$ cat config.mk
export PLATFORM = sky130hd
export DESIGN_NAME = luminaire_sample_metrics_core_flat
export DESIGN_NICKNAME = d
export VERILOG_FILES = /design/src/design/lsm_pkg.sv /design/src/design/lsm_if.sv /design/src/design/lsm_div.sv /design/src/design/luminaire_sample_metrics_core.sv /design/src/flat_wrapper.sv
export SDC_FILE = /design/constraint.sdc
export NUM_CORES = 2
export LEC_CHECK = 0
export ABC_CLOCK_PERIOD_IN_PS = 12370
export BUFFER_PORTS_ARGS = -buffer_cell sky130_fd_sc_hd__buf_2
export CORE_MARGIN = 5
export CORE_UTILIZATION = 50
export DETAILED_ROUTE_END_ITERATION = 10
export GPL_ROUTABILITY_DRIVEN = 0
export PLACE_DENSITY = 0.75
export RECOVER_POWER = 100
export SLEW_MARGIN = 25
export SYNTH_ARGS = -nofsm -noshare
export SYNTH_HDL_FRONTEND = slang
export SYNTH_HIERARCHICAL = 1
export SYNTH_SLANG_ARGS = --single-unit
$ cat constraint.sdc
create_clock -name clk_i -period 12.37 [get_ports clk_i]
set_input_delay 0 -clock clk_i [delete_from_list [all_inputs] [get_ports clk_i]]
set_output_delay 0 -clock clk_i [all_outputs]
set_load 0.05 [all_outputs]
$ cat src/design/lsm_pkg.sv
// Package for the luminaire sample metrics block: field widths, reset
// constants, register indexes, beat payload types and divider status type.
// No dependencies.
`default_nettype none

package lsm_pkg;

  // Field widths
  localparam int unsigned LUX_W      = 20;
  localparam int unsigned DUTY_W     = 8;
  localparam int unsigned POWER_W    = 12;
  localparam int unsigned ENERGY_W   = 40;
  localparam int unsigned SHORT_W    = 44;
  localparam int unsigned DIFF_W     = 46;
  localparam int unsigned OUT24_W    = 24;
  localparam int unsigned CNT_EXT_W  = 32;

  // Configuration port
  localparam int unsigned CFG_IDX_W  = 2;
  localparam int unsigned CFG_DATA_W = 20;

  localparam logic [CFG_IDX_W-1:0] CFG_OCCUPIED      = 2'd0;
  localparam logic [CFG_IDX_W-1:0] CFG_OCC_REFERENCE = 2'd1;
  localparam logic [CFG_IDX_W-1:0] CFG_UNOCC_REFERENCE = 2'd2;

  // Reset values
  localparam logic [LUX_W-1:0] LOWEST_RESET    = 20'd320000;
  localparam logic [LUX_W-1:0] OCC_REF_RESET   = 20'd4800;
  localparam logic [LUX_W-1:0] UNOCC_REF_RESET = 20'd1600;

  // Parameter defaults
  localparam int unsigned SAMPLE_PERIOD_MS_DEF = 10;
  localparam int unsigned COUNT_BITS_DEF       = 24;

  // Item opcodes
  localparam logic OP_SAMPLE = 1'b0;
  localparam logic OP_CLEAR  = 1'b1;

  typedef struct packed {
    logic              opcode;
    logic [LUX_W-1:0]  lux;
    logic [DUTY_W-1:0] duty;
    logic [LUX_W-1:0]  external_lux;
  } lsm_in_t;

  typedef struct packed {
    logic [POWER_W-1:0]  power;
    logic [ENERGY_W-1:0] energy;
    logic [LUX_W-1:0]    lowest_lux;
    logic [LUX_W-1:0]    comfort_error;
    logic [OUT24_W-1:0]  flicker;
    logic [OUT24_W-1:0]  sample_count;
    logic [LUX_W-1:0]    external_out;
  } lsm_out_t;

  // Status of a serial divider
  typedef struct packed {
    logic busy;
    logic done;
  } div_stat_t;

endpackage

`default_nettype wire

$ cat src/design/lsm_if.sv
// Valid/ready channel interfaces for sample beats and result beats.
// Depends on lsm_pkg for the payload types.
`default_nettype none

interface lsm_in_if;
  import lsm_pkg::*;

  logic    valid;
  logic    ready;
  lsm_in_t data;

  modport source (output valid, output data, input ready);
  modport sink (input valid, input data, output ready);
endinterface

interface lsm_out_if;
  import lsm_pkg::*;

  logic     valid;
  logic     ready;
  lsm_out_t data;

  modport source (output valid, output data, input ready);
  modport sink (input valid, input data, output ready);
endinterface

`default_nettype wire

$ cat src/design/lsm_div.sv
// Bit-serial restoring divider: one quotient bit per cycle until all NUM_W quotient bits are formed.
// Depends on lsm_pkg for the status struct.
`default_nettype none

module lsm_div #(
  parameter int unsigned NUM_W = 44,
  parameter int unsigned DEN_W = 24
) (
  input  logic                  clk_i,
  input  logic                  rst_ni,
  input  logic                  start_i,
  input  logic [NUM_W-1:0]      num_i,
  input  logic [DEN_W-1:0]      den_i,
  output lsm_pkg::div_stat_t    stat_o,
  output logic [NUM_W-1:0]      quot_o
);
  import lsm_pkg::*;

  localparam int unsigned STEP_W = $clog2(NUM_W + 1);

  logic              busy_q;
  logic              done_q;
  logic [STEP_W-1:0] step_q;
  logic [NUM_W-1:0]  shf_q;
  logic [DEN_W-1:0]  rem_q;
  logic [DEN_W-1:0]  den_q;
  logic [DEN_W:0]    trial;
  logic [DEN_W:0]    diff;
  logic              fits;

  // Shift the next numerator bit into the partial remainder and try the divisor.
  assign trial = {rem_q, shf_q[NUM_W-1]};
  assign diff  = trial - {1'b0, den_q};
  assign fits  = (trial >= {1'b0, den_q});

  // Step counter and status.
  always_ff @(posedge clk_i or negedge rst_ni) begin
    if (!rst_ni) begin
      busy_q <= 1'b0;
      done_q <= 1'b0;
      step_q <= '0;
    end else if (start_i) begin
      busy_q <= 1'b1;
      done_q <= 1'b0;
      step_q <= '0;
    end else if (busy_q) begin
      step_q <= step_q + 1'b1;
      if (step_q == STEP_W'(NUM_W - 1)) begin
        busy_q <= 1'b0;
        done_q <= 1'b1;
      end
    end
  end

  // The numerator shifts out at the top while quotient bits enter at the bottom.
  always_ff @(posedge clk_i) begin
    if (start_i) begin
      shf_q <= num_i;
      rem_q <= '0;
      den_q <= den_i;
    end else if (busy_q) begin
      shf_q <= {shf_q[NUM_W-2:0], fits};
      rem_q <= fits ? diff[DEN_W-1:0] : trial[DEN_W-1:0];
    end
  end

  assign stat_o.busy = busy_q;
  assign stat_o.done = done_q;
  assign quot_o      = shf_q;

endmodule

`default_nettype wire

$ cat src/design/luminaire_sample_metrics_core.sv
// Luminaire sample metrics core: a sample beat updates power, energy, lowest
// lux, comfort error and flicker; a clear beat restarts the metrics.
// A sample beat goes through the start and divide steps, its result held back by the
// 50-step bit-serial flicker divider; a clear beat goes straight to the output step.
// One beat is in work at a time; a finished result waits in the output register.
// Reset (asynchronous, active low) clears all state but the divider datapath.
`default_nettype none

module luminaire_sample_metrics_core #(
  parameter int unsigned SAMPLE_PERIOD_MS = lsm_pkg::SAMPLE_PERIOD_MS_DEF,
  parameter int unsigned COUNT_BITS       = lsm_pkg::COUNT_BITS_DEF
) (
  input  logic                            clk_i,
  input  logic                            rst_ni,
  input  logic                            cfg_we_i,
  input  logic [lsm_pkg::CFG_IDX_W-1:0]   cfg_idx_i,
  input  logic [lsm_pkg::CFG_DATA_W-1:0]  cfg_data_i,
  lsm_in_if.sink                          sample_i,
  lsm_out_if.source                       result_o
);
  import lsm_pkg::*;

  localparam int unsigned E_W       = DUTY_W + $clog2(SAMPLE_PERIOD_MS + 1);
  localparam int unsigned PSQ       = SAMPLE_PERIOD_MS * SAMPLE_PERIOD_MS;
  localparam int unsigned PSQ_W     = $clog2(PSQ + 1);
  localparam int unsigned FLK_NUM_W = DIFF_W + 4;
  localparam int unsigned FLK_DEN_W = COUNT_BITS + PSQ_W;

  typedef enum logic [1:0] {ST_IDLE, ST_START, ST_DIV, ST_OUT} state_e;

  state_e state_q;
  logic   out_valid_q;
  lsm_out_t out_q;

  // Configuration registers
  logic             occ_q;
  logic [LUX_W-1:0] occ_ref_q;
  logic [LUX_W-1:0] unocc_ref_q;

  // Metric state
  logic [LUX_W-1:0]      hist0_q, hist0_d;
  logic [LUX_W-1:0]      hist1_q, hist1_d;
  logic [COUNT_BITS-1:0] cnt_q, cnt_d;
  logic [ENERGY_W-1:0]   energy_q, energy_d;
  logic [LUX_W-1:0]      lowest_q, lowest_d;
  logic [SHORT_W-1:0]    short_q, short_d;
  logic [DIFF_W-1:0]     diff_q, diff_d;
  logic [LUX_W-1:0]      ext_q, ext_d;
  logic [POWER_W-1:0]    power_q, power_d;
  logic                  cmf_en_q, cmf_en_d;
  logic                  flk_en_q, flk_en_d;

  logic                  accept;
  logic                  out_free;
  logic [E_W-1:0]        e_val;
  logic [ENERGY_W-1:0]   e_ext;
  logic [ENERGY_W:0]     energy_sum;
  logic [LUX_W-1:0]      ref_lux;
  logic [SHORT_W:0]      short_sum;
  logic [LUX_W:0]        pos_val;
  logic [LUX_W:0]        neg_val;
  logic [LUX_W:0]        d_val;
  logic [DIFF_W:0]       diff_sum;
  logic [COUNT_BITS-1:0] cnt_inc;

  logic                  div_start;
  div_stat_t             cmf_stat;
  div_stat_t             flk_stat;
  logic [SHORT_W-1:0]    cmf_quot;
  logic [FLK_NUM_W-1:0]  flk_quot;
  logic [FLK_DEN_W-1:0]  flk_den;
  logic [LUX_W-1:0]      comfort;
  logic [OUT24_W-1:0]    flicker;
  logic [CNT_EXT_W-1:0]  cnt_ext;
  logic [OUT24_W-1:0]    count_out;

  assign accept   = sample_i.valid && sample_i.ready;
  assign out_free = !out_valid_q || result_o.ready;
  assign sample_i.ready = (state_q == ST_IDLE);

  // Configuration writes.
  always_ff @(posedge clk_i or negedge rst_ni) begin
    if (!rst_ni) begin
      occ_q       <= 1'b0;
      occ_ref_q   <= OCC_REF_RESET;
      unocc_ref_q <= UNOCC_REF_RESET;
    end else if (cfg_we_i) begin
      case (cfg_idx_i)
        CFG_OCCUPIED:        occ_q       <= cfg_data_i[0];
        CFG_OCC_REFERENCE:   occ_ref_q   <= cfg_data_i[LUX_W-1:0];
        CFG_UNOCC_REFERENCE: unocc_ref_q <= cfg_data_i[LUX_W-1:0];
        default: ;
      endcase
    end
  end

  // Per-sample arithmetic on the accepted beat.
  assign e_val      = E_W'(sample_i.data.duty) * E_W'(SAMPLE_PERIOD_MS);
  assign e_ext      = ENERGY_W'(e_val);
  assign energy_sum = {1'b0, energy_q} + {1'b0, e_ext};
  assign ref_lux    = occ_q ? occ_ref_q : unocc_ref_q;
  assign short_sum  = {1'b0, short_q}
                    + (SHORT_W + 1)'(ref_lux - sample_i.data.lux);
  assign pos_val    = {1'b0, sample_i.data.lux} + {1'b0, hist1_q};
  assign neg_val    = {hist0_q, 1'b0};
  assign d_val      = (pos_val >= neg_val) ? pos_val - neg_val : neg_val - pos_val;
  assign diff_sum   = {1'b0, diff_q} + (DIFF_W + 1)'(d_val);
  assign cnt_inc    = (cnt_q == '1) ? cnt_q : cnt_q + 1'b1;

  // Next metric state for a sample or a clear beat.
  always_comb begin
    hist0_d  = hist0_q;
    hist1_d  = hist1_q;
    cnt_d    = cnt_q;
    energy_d = energy_q;
    lowest_d = lowest_q;
    short_d  = short_q;
    diff_d   = diff_q;
    ext_d    = ext_q;
    power_d  = power_q;
    cmf_en_d = cmf_en_q;
    flk_en_d = flk_en_q;
    if (accept) begin
      if (sample_i.data.opcode == OP_CLEAR) begin
        hist0_d  = '0;
        hist1_d  = '0;
        cnt_d    = '0;
        energy_d = '0;
        lowest_d = LOWEST_RESET;
        short_d  = '0;
        diff_d   = '0;
        power_d  = '0;
        cmf_en_d = 1'b0;
        flk_en_d = 1'b0;
      end else begin
        hist0_d  = sample_i.data.lux;
        hist1_d  = hist0_q;
        cnt_d    = cnt_inc;
        energy_d = energy_sum[ENERGY_W] ? '1 : energy_sum[ENERGY_W-1:0];
        if (sample_i.data.lux < lowest_q) begin
          lowest_d = sample_i.data.lux;
        end
        if (ref_lux > sample_i.data.lux) begin
          short_d = short_sum[SHORT_W] ? '1 : short_sum[SHORT_W-1:0];
        end
        flk_en_d = (cnt_inc >= COUNT_BITS'(3));
        if (flk_en_d) begin
          diff_d = diff_sum[DIFF_W] ? '1 : diff_sum[DIFF_W-1:0];
        end
        ext_d    = sample_i.data.external_lux;
        power_d  = (e_ext > ENERGY_W'({POWER_W{1'b1}})) ? '1 : e_ext[POWER_W-1:0];
        cmf_en_d = 1'b1;
      end
    end
  end

  // Metric registers.
  always_ff @(posedge clk_i or negedge rst_ni) begin
    if (!rst_ni) begin
      hist0_q  <= '0;
      hist1_q  <= '0;
      cnt_q    <= '0;
      energy_q <= '0;
      lowest_q <= LOWEST_RESET;
      short_q  <= '0;
      diff_q   <= '0;
      ext_q    <= '0;
      power_q  <= '0;
      cmf_en_q <= 1'b0;
      flk_en_q <= 1'b0;
    end else begin
      hist0_q  <= hist0_d;
      hist1_q  <= hist1_d;
      cnt_q    <= cnt_d;
      energy_q <= energy_d;
      lowest_q <= lowest_d;
      short_q  <= short_d;
      diff_q   <= diff_d;
      ext_q    <= ext_d;
      power_q  <= power_d;
      cmf_en_q <= cmf_en_d;
      flk_en_q <= flk_en_d;
    end
  end

  // Divisor for flicker: count times the squared period, registered in the divider.
  assign div_start = (state_q == ST_START);
  assign flk_den   = FLK_DEN_W'(cnt_q) * FLK_DEN_W'(PSQ);

  lsm_div #(
    .NUM_W (SHORT_W),
    .DEN_W (COUNT_BITS)
  ) u_cmf_div (
    .clk_i   (clk_i),
    .rst_ni  (rst_ni),
    .start_i (div_start),
    .num_i   (short_q),
    .den_i   (cnt_q),
    .stat_o  (cmf_stat),
    .quot_o  (cmf_quot)
  );

  lsm_div #(
    .NUM_W (FLK_NUM_W),
    .DEN_W (FLK_DEN_W)
  ) u_flk_div (
    .clk_i   (clk_i),
    .rst_ni  (rst_ni),
    .start_i (div_start),
    .num_i   ({diff_q, 4'b0000}),
    .den_i   (flk_den),
    .stat_o  (flk_stat),
    .quot_o  (flk_quot)
  );

  // Saturate the quotients and the count to their field widths.
  always_comb begin
    comfort = '0;
    flicker = '0;
    if (cmf_en_q) begin
      comfort = (cmf_quot[SHORT_W-1:LUX_W] != '0) ? '1 : cmf_quot[LUX_W-1:0];
    end
    if (flk_en_q) begin
      flicker = (flk_quot[FLK_NUM_W-1:OUT24_W] != '0) ? '1 : flk_quot[OUT24_W-1:0];
    end
  end

  assign cnt_ext   = CNT_EXT_W'(cnt_q);
  assign count_out = (cnt_ext > CNT_EXT_W'({OUT24_W{1'b1}})) ? '1 : cnt_ext[OUT24_W-1:0];

  // Sequencer and output register.
  always_ff @(posedge clk_i or negedge rst_ni) begin
    if (!rst_ni) begin
      state_q     <= ST_IDLE;
      out_valid_q <= 1'b0;
      out_q       <= '0;
    end else begin
      // A taken result empties the output register unless the output step refills it.
      if (out_valid_q && result_o.ready && (state_q != ST_OUT)) begin
        out_valid_q <= 1'b0;
      end
      case (state_q)
        ST_IDLE: begin
          if (accept) begin
            state_q <= (sample_i.data.opcode == OP_CLEAR) ? ST_OUT : ST_START;
          end
        end
        ST_START: begin
          state_q <= ST_DIV;
        end
        ST_DIV: begin
          if (cmf_stat.done && flk_stat.done) begin
            state_q <= ST_OUT;
          end
        end
        ST_OUT: begin
          if (out_free) begin
            out_valid_q         <= 1'b1;
            out_q.power         <= power_q;
            out_q.energy        <= energy_q;
            out_q.lowest_lux    <= lowest_q;
            out_q.comfort_error <= comfort;
            out_q.flicker       <= flicker;
            out_q.sample_count  <= count_out;
            out_q.external_out  <= ext_q;
            state_q             <= ST_IDLE;
          end
        end
        default: begin
          state_q <= ST_IDLE;
        end
      endcase
    end
  end

  assign result_o.valid = out_valid_q;
  assign result_o.data  = out_q;

  // A result beat only appears after the output step of the sequencer.
  a_result_from_out: assert property (@(posedge clk_i) disable iff (!rst_ni)
    $rose(out_valid_q) |-> $past(state_q) == ST_OUT)
    else $error("result appeared outside the output step");

  // A clear beat restarts the count and the lowest lux.
  a_clear_restarts: assert property (@(posedge clk_i) disable iff (!rst_ni)
    accept && sample_i.data.opcode == OP_CLEAR |=> cnt_q == '0 && lowest_q == LOWEST_RESET)
    else $error("clear beat did not restart the metrics");

  // The lowest lux never climbs above its restart value.
  a_lowest_bound: assert property (@(posedge clk_i) disable iff (!rst_ni)
    lowest_q <= LOWEST_RESET)
    else $error("lowest lux above restart value");

  // The dividers are quiet whenever the block can take a new beat.
  a_div_idle: assert property (@(posedge clk_i) disable iff (!rst_ni)
    state_q == ST_IDLE |-> !cmf_stat.busy && !flk_stat.busy)
    else $error("divider busy while idle");

endmodule

`default_nettype wire

$ cat src/flat_wrapper.sv
// flat-port wrapper written by rule: the top's interface ports become plain ports
module luminaire_sample_metrics_core_flat import lsm_pkg::*;
#(
  parameter int unsigned SAMPLE_PERIOD_MS = lsm_pkg::SAMPLE_PERIOD_MS_DEF,
  parameter int unsigned COUNT_BITS       = lsm_pkg::COUNT_BITS_DEF
)
  (clk_i, rst_ni, cfg_we_i, cfg_idx_i, cfg_data_i, sample_i_valid, sample_i_data, sample_i_ready, result_o_valid, result_o_data, result_o_ready);
  lsm_in_if sample_i_i ();
  lsm_out_if result_o_i ();
  input  logic clk_i;
  input  logic rst_ni;
  input  logic cfg_we_i;
  input  logic [lsm_pkg::CFG_IDX_W-1:0] cfg_idx_i;
  input  logic [lsm_pkg::CFG_DATA_W-1:0] cfg_data_i;
  input wire logic [$bits(sample_i_i.valid)-1:0] sample_i_valid;
  input wire logic [$bits(sample_i_i.data)-1:0] sample_i_data;
  output wire logic [$bits(sample_i_i.ready)-1:0] sample_i_ready;
  output wire logic [$bits(result_o_i.valid)-1:0] result_o_valid;
  output wire logic [$bits(result_o_i.data)-1:0] result_o_data;
  input wire logic [$bits(result_o_i.ready)-1:0] result_o_ready;
  assign sample_i_i.valid = sample_i_valid;
  assign sample_i_i.data = sample_i_data;
  assign sample_i_ready = sample_i_i.ready;
  assign result_o_valid = result_o_i.valid;
  assign result_o_data = result_o_i.data;
  assign result_o_i.ready = result_o_ready;
  luminaire_sample_metrics_core #(.SAMPLE_PERIOD_MS(SAMPLE_PERIOD_MS), .COUNT_BITS(COUNT_BITS)) u_core (.clk_i(clk_i), .rst_ni(rst_ni), .cfg_we_i(cfg_we_i), .cfg_idx_i(cfg_idx_i), .cfg_data_i(cfg_data_i), .sample_i(sample_i_i), .result_o(result_o_i));
endmodule
==> impl_metrics.ini <==
[run_status]
outcome = finished with violations
violations = capacitance limit, slew limit

[setup_path]
arrival_ns = 10.16
cpMaxStageDelayCell = clkbuf_1
max_stage_delay_ns = 1.07
required_ns = 12.89
path_max_fanout = 36
cp-end-kind = flip-flop
start_kind = flip-flop
crit_type = reg2reg

[yosys]
syn-cell-area_um2 = 42000
ys_warn_count = 6
syn_inst = 4360
syn_area_per_cell_um2 = 9.64

[routing]
wl_per_cell_um = 19.2
drc = 0
routed_wl_um = 110000
first_pass_iters = 5
ant_nets = 0
vias = 33900
drtIter0Drc = 2446
via_per_inst = 5.91

[sta]
relSlewSlack_pct = -416
fmaxAchievable_ghz = 0.104
hold_viol_final = 0
period_needed_ns = 9.64
setup_tns_ns = 0
skew_ns = 0.0411
slew_violations = 1205
grt_setup_unrepaired = no
finalSetupViolCount = 0
tightestPinTransition_ns = 7.74
fin_crit_sh_pct = 78.0

[floorplan]
rows = 106
dieHeight_um = 300
start_util_pct = 50.3
die_w_um = 300
dieArea_um2 = 89900
core-area_um2 = 83600
ios = 238

[place]
portBuffers = 236
hpwl_um = 78900
dp_cells = 5504

[global_route]
grt_use_total_pct = 23.7
grt_pass1_vias = 32800
grt_overflow = 0
grt_max_degree = 172
grt_pass1_wl_um = 175000
antenna_found_initial = 6

[clock_network]
clock_latency_ns = 0.64
cts_repair_resize_count = 0
clkTransAtPathRegs_ns = 0.06
numCtsBuffers = 74
cts.path.max_buffers = 3
cts_tree = built
tritoncts_num_sinks = 670
root_buffer = clkbuf_16
htree_levels = 3

[hold_path]
min_path_type = in2reg

[power]
p_per_area_nw_per_um2 = 321
p_total_mw = 15.1
p_leak_nw = 21.6
ir_worst_vdd_v = 0.000292

[run]
max-cap-violations = 19

[layout]
fillers = 7231
area_delta_synth_final_pct = 11.6
seq_area_um2 = 17300
multiInputGateArea_um2 = 22700
layout-drive-gt1-share_pct = 10.9
layout.cells.non_filler = 5725
nets = 5006
-- metal layers --
layer  wire length, µm  track usage (%)  up-vias
met3              7720             4.39      223
met4              4090             8.87        0
met1             46700             31.8    16400
met5                 0                0        -
met2             51200             38.6     1069
li1                  -                -    16200
-- worst max-delay path, delay by kind of cell (launching register included) --
family,cells,cell delay [ns]
AO/OA/AOI/OAI,16,3.96
AND/OR/NAND/NOR,11,2.13
adder cells (fa/ha/maj),4,1.21
buffers and inverters,2,1.14
multiplexers,1,0.44
flip-flops,1,0.38
XOR/XNOR,2,0.24
-- layout make-up --
type                       count  area share [%]
multi-input combinational   3175            48.4
inverter                     309            2.48
antenna                        8          0.0427
sequential                   670            36.8
tap                         1080            2.88
clock inverter                34           0.763
clock buffer                 104            4.58
timing repair buffer         345            4.11
-- power by group --
part           internal (mW)  switching [mW]
Combinational           3.76            5.43
Clock                   1.30           0.953
Sequential              3.10           0.539
Total                   8.15            6.93
-- metrics by stage --
stage	instance area, µm²	utilization (%)	hold WS (ns)	worst slack [ns]
2_1_floorplan	42000	-	-0.296	4.61
3_3_place_gp	44000	52.6	0.170	3.66
3_5_place_dp	44000	52.6	0.170	3.75
4_1_cts	47200	56.5	0.0260	3.68
5_1_grt	46900	56.1	0.0602	1.59
6_report	46900	56.1	0.0493	2.73
-- state kept, by name, indices dropped and copies added (netlist names), 31 cells and up --
register                 cells
u_core/result_o.data       159
u_core/u_flk_div/quot_o     50
u_core/diff_q               46
u_core/short_q              44
u_core/u_cmf_div/quot_o     44
u_core/energy_q             40
u_core/u_flk_div/den_q      31
u_core/u_flk_div/rem_q      31
-- cell usage in the layout, fill, tap and decap left out, types with 15 or more instances in the layout --
| cell type | count |
|---|---|
| dfrtp_1 | 454 |
| nand2_1 | 446 |
| o21ai_0 | 339 |
| ha_1 | 326 |
| inv_1 | 307 |
| a21oi_1 | 260 |
| mux2_2 | 232 |
| nor2_1 | 220 |
| clkbuf_1 | 195 |
| edfxtp_1 | 149 |
| xnor2_1 | 136 |
| a21o_1 | 120 |
| nor3_1 | 100 |
| clkbuf_16 | 77 |
| nand3_1 | 76 |
| dlygate4sd3_1 | 73 |
| buf_2 | 72 |
| xor2_1 | 69 |
| a211oi_1 | 68 |
| nand4_1 | 57 |
| o31ai_1 | 57 |
| dfxtp_1 | 55 |
| a221o_1 | 45 |
| and3_1 | 43 |
| o21bai_1 | 41 |
| mux2i_1 | 40 |
| a31oi_1 | 37 |
| nor2b_1 | 35 |
| o21a_1 | 31 |
| nand2b_1 | 31 |
| a22o_1 | 31 |
| fa_1 | 29 |
| nor4_1 | 26 |
| and4_1 | 18 |
| buf_4 | 17 |
| or3_1 | 16 |
| a311oi_1 | 15 |
-- worst paths after layout --
kind / start / end / slack, ns / depth (start not counted)
worst max register to register: u_core/hist1_q[0]$_DFFE_PN0P_ / u_core/diff_q[32]$_DFFE_PN0P_ / 2.73 / 36
max in group asynchronous: rst_ni / u_core/state_q[0]$_DFFE_PN0P_ / 3.45 / 6
worst min register to register: u_core/power_q[1]$_DFFE_PN0P_ / u_core/power_q[1]$_DFFE_PN0P_ / 0.47 / 2
worst min-delay path: sample_i_data[23] / u_core/power_q[4]$_DFFE_PN0P_ / 0.05 / 5
worst max-delay path: u_core/hist1_q[0]$_DFFE_PN0P_ / u_core/diff_q[32]$_DFFE_PN0P_ / 2.73 / 36
min in group asynchronous: rst_ni / u_core/unocc_ref_q[1]$_DFFE_PN0P_ / 1.08 / 3
-- what timing repair did --
item                      CTS  global route
hold buffers               72             1
setup buffers               0             0
hold endpoints to repair  231            36
Note: power is estimated with default switching activity, not from simulation.
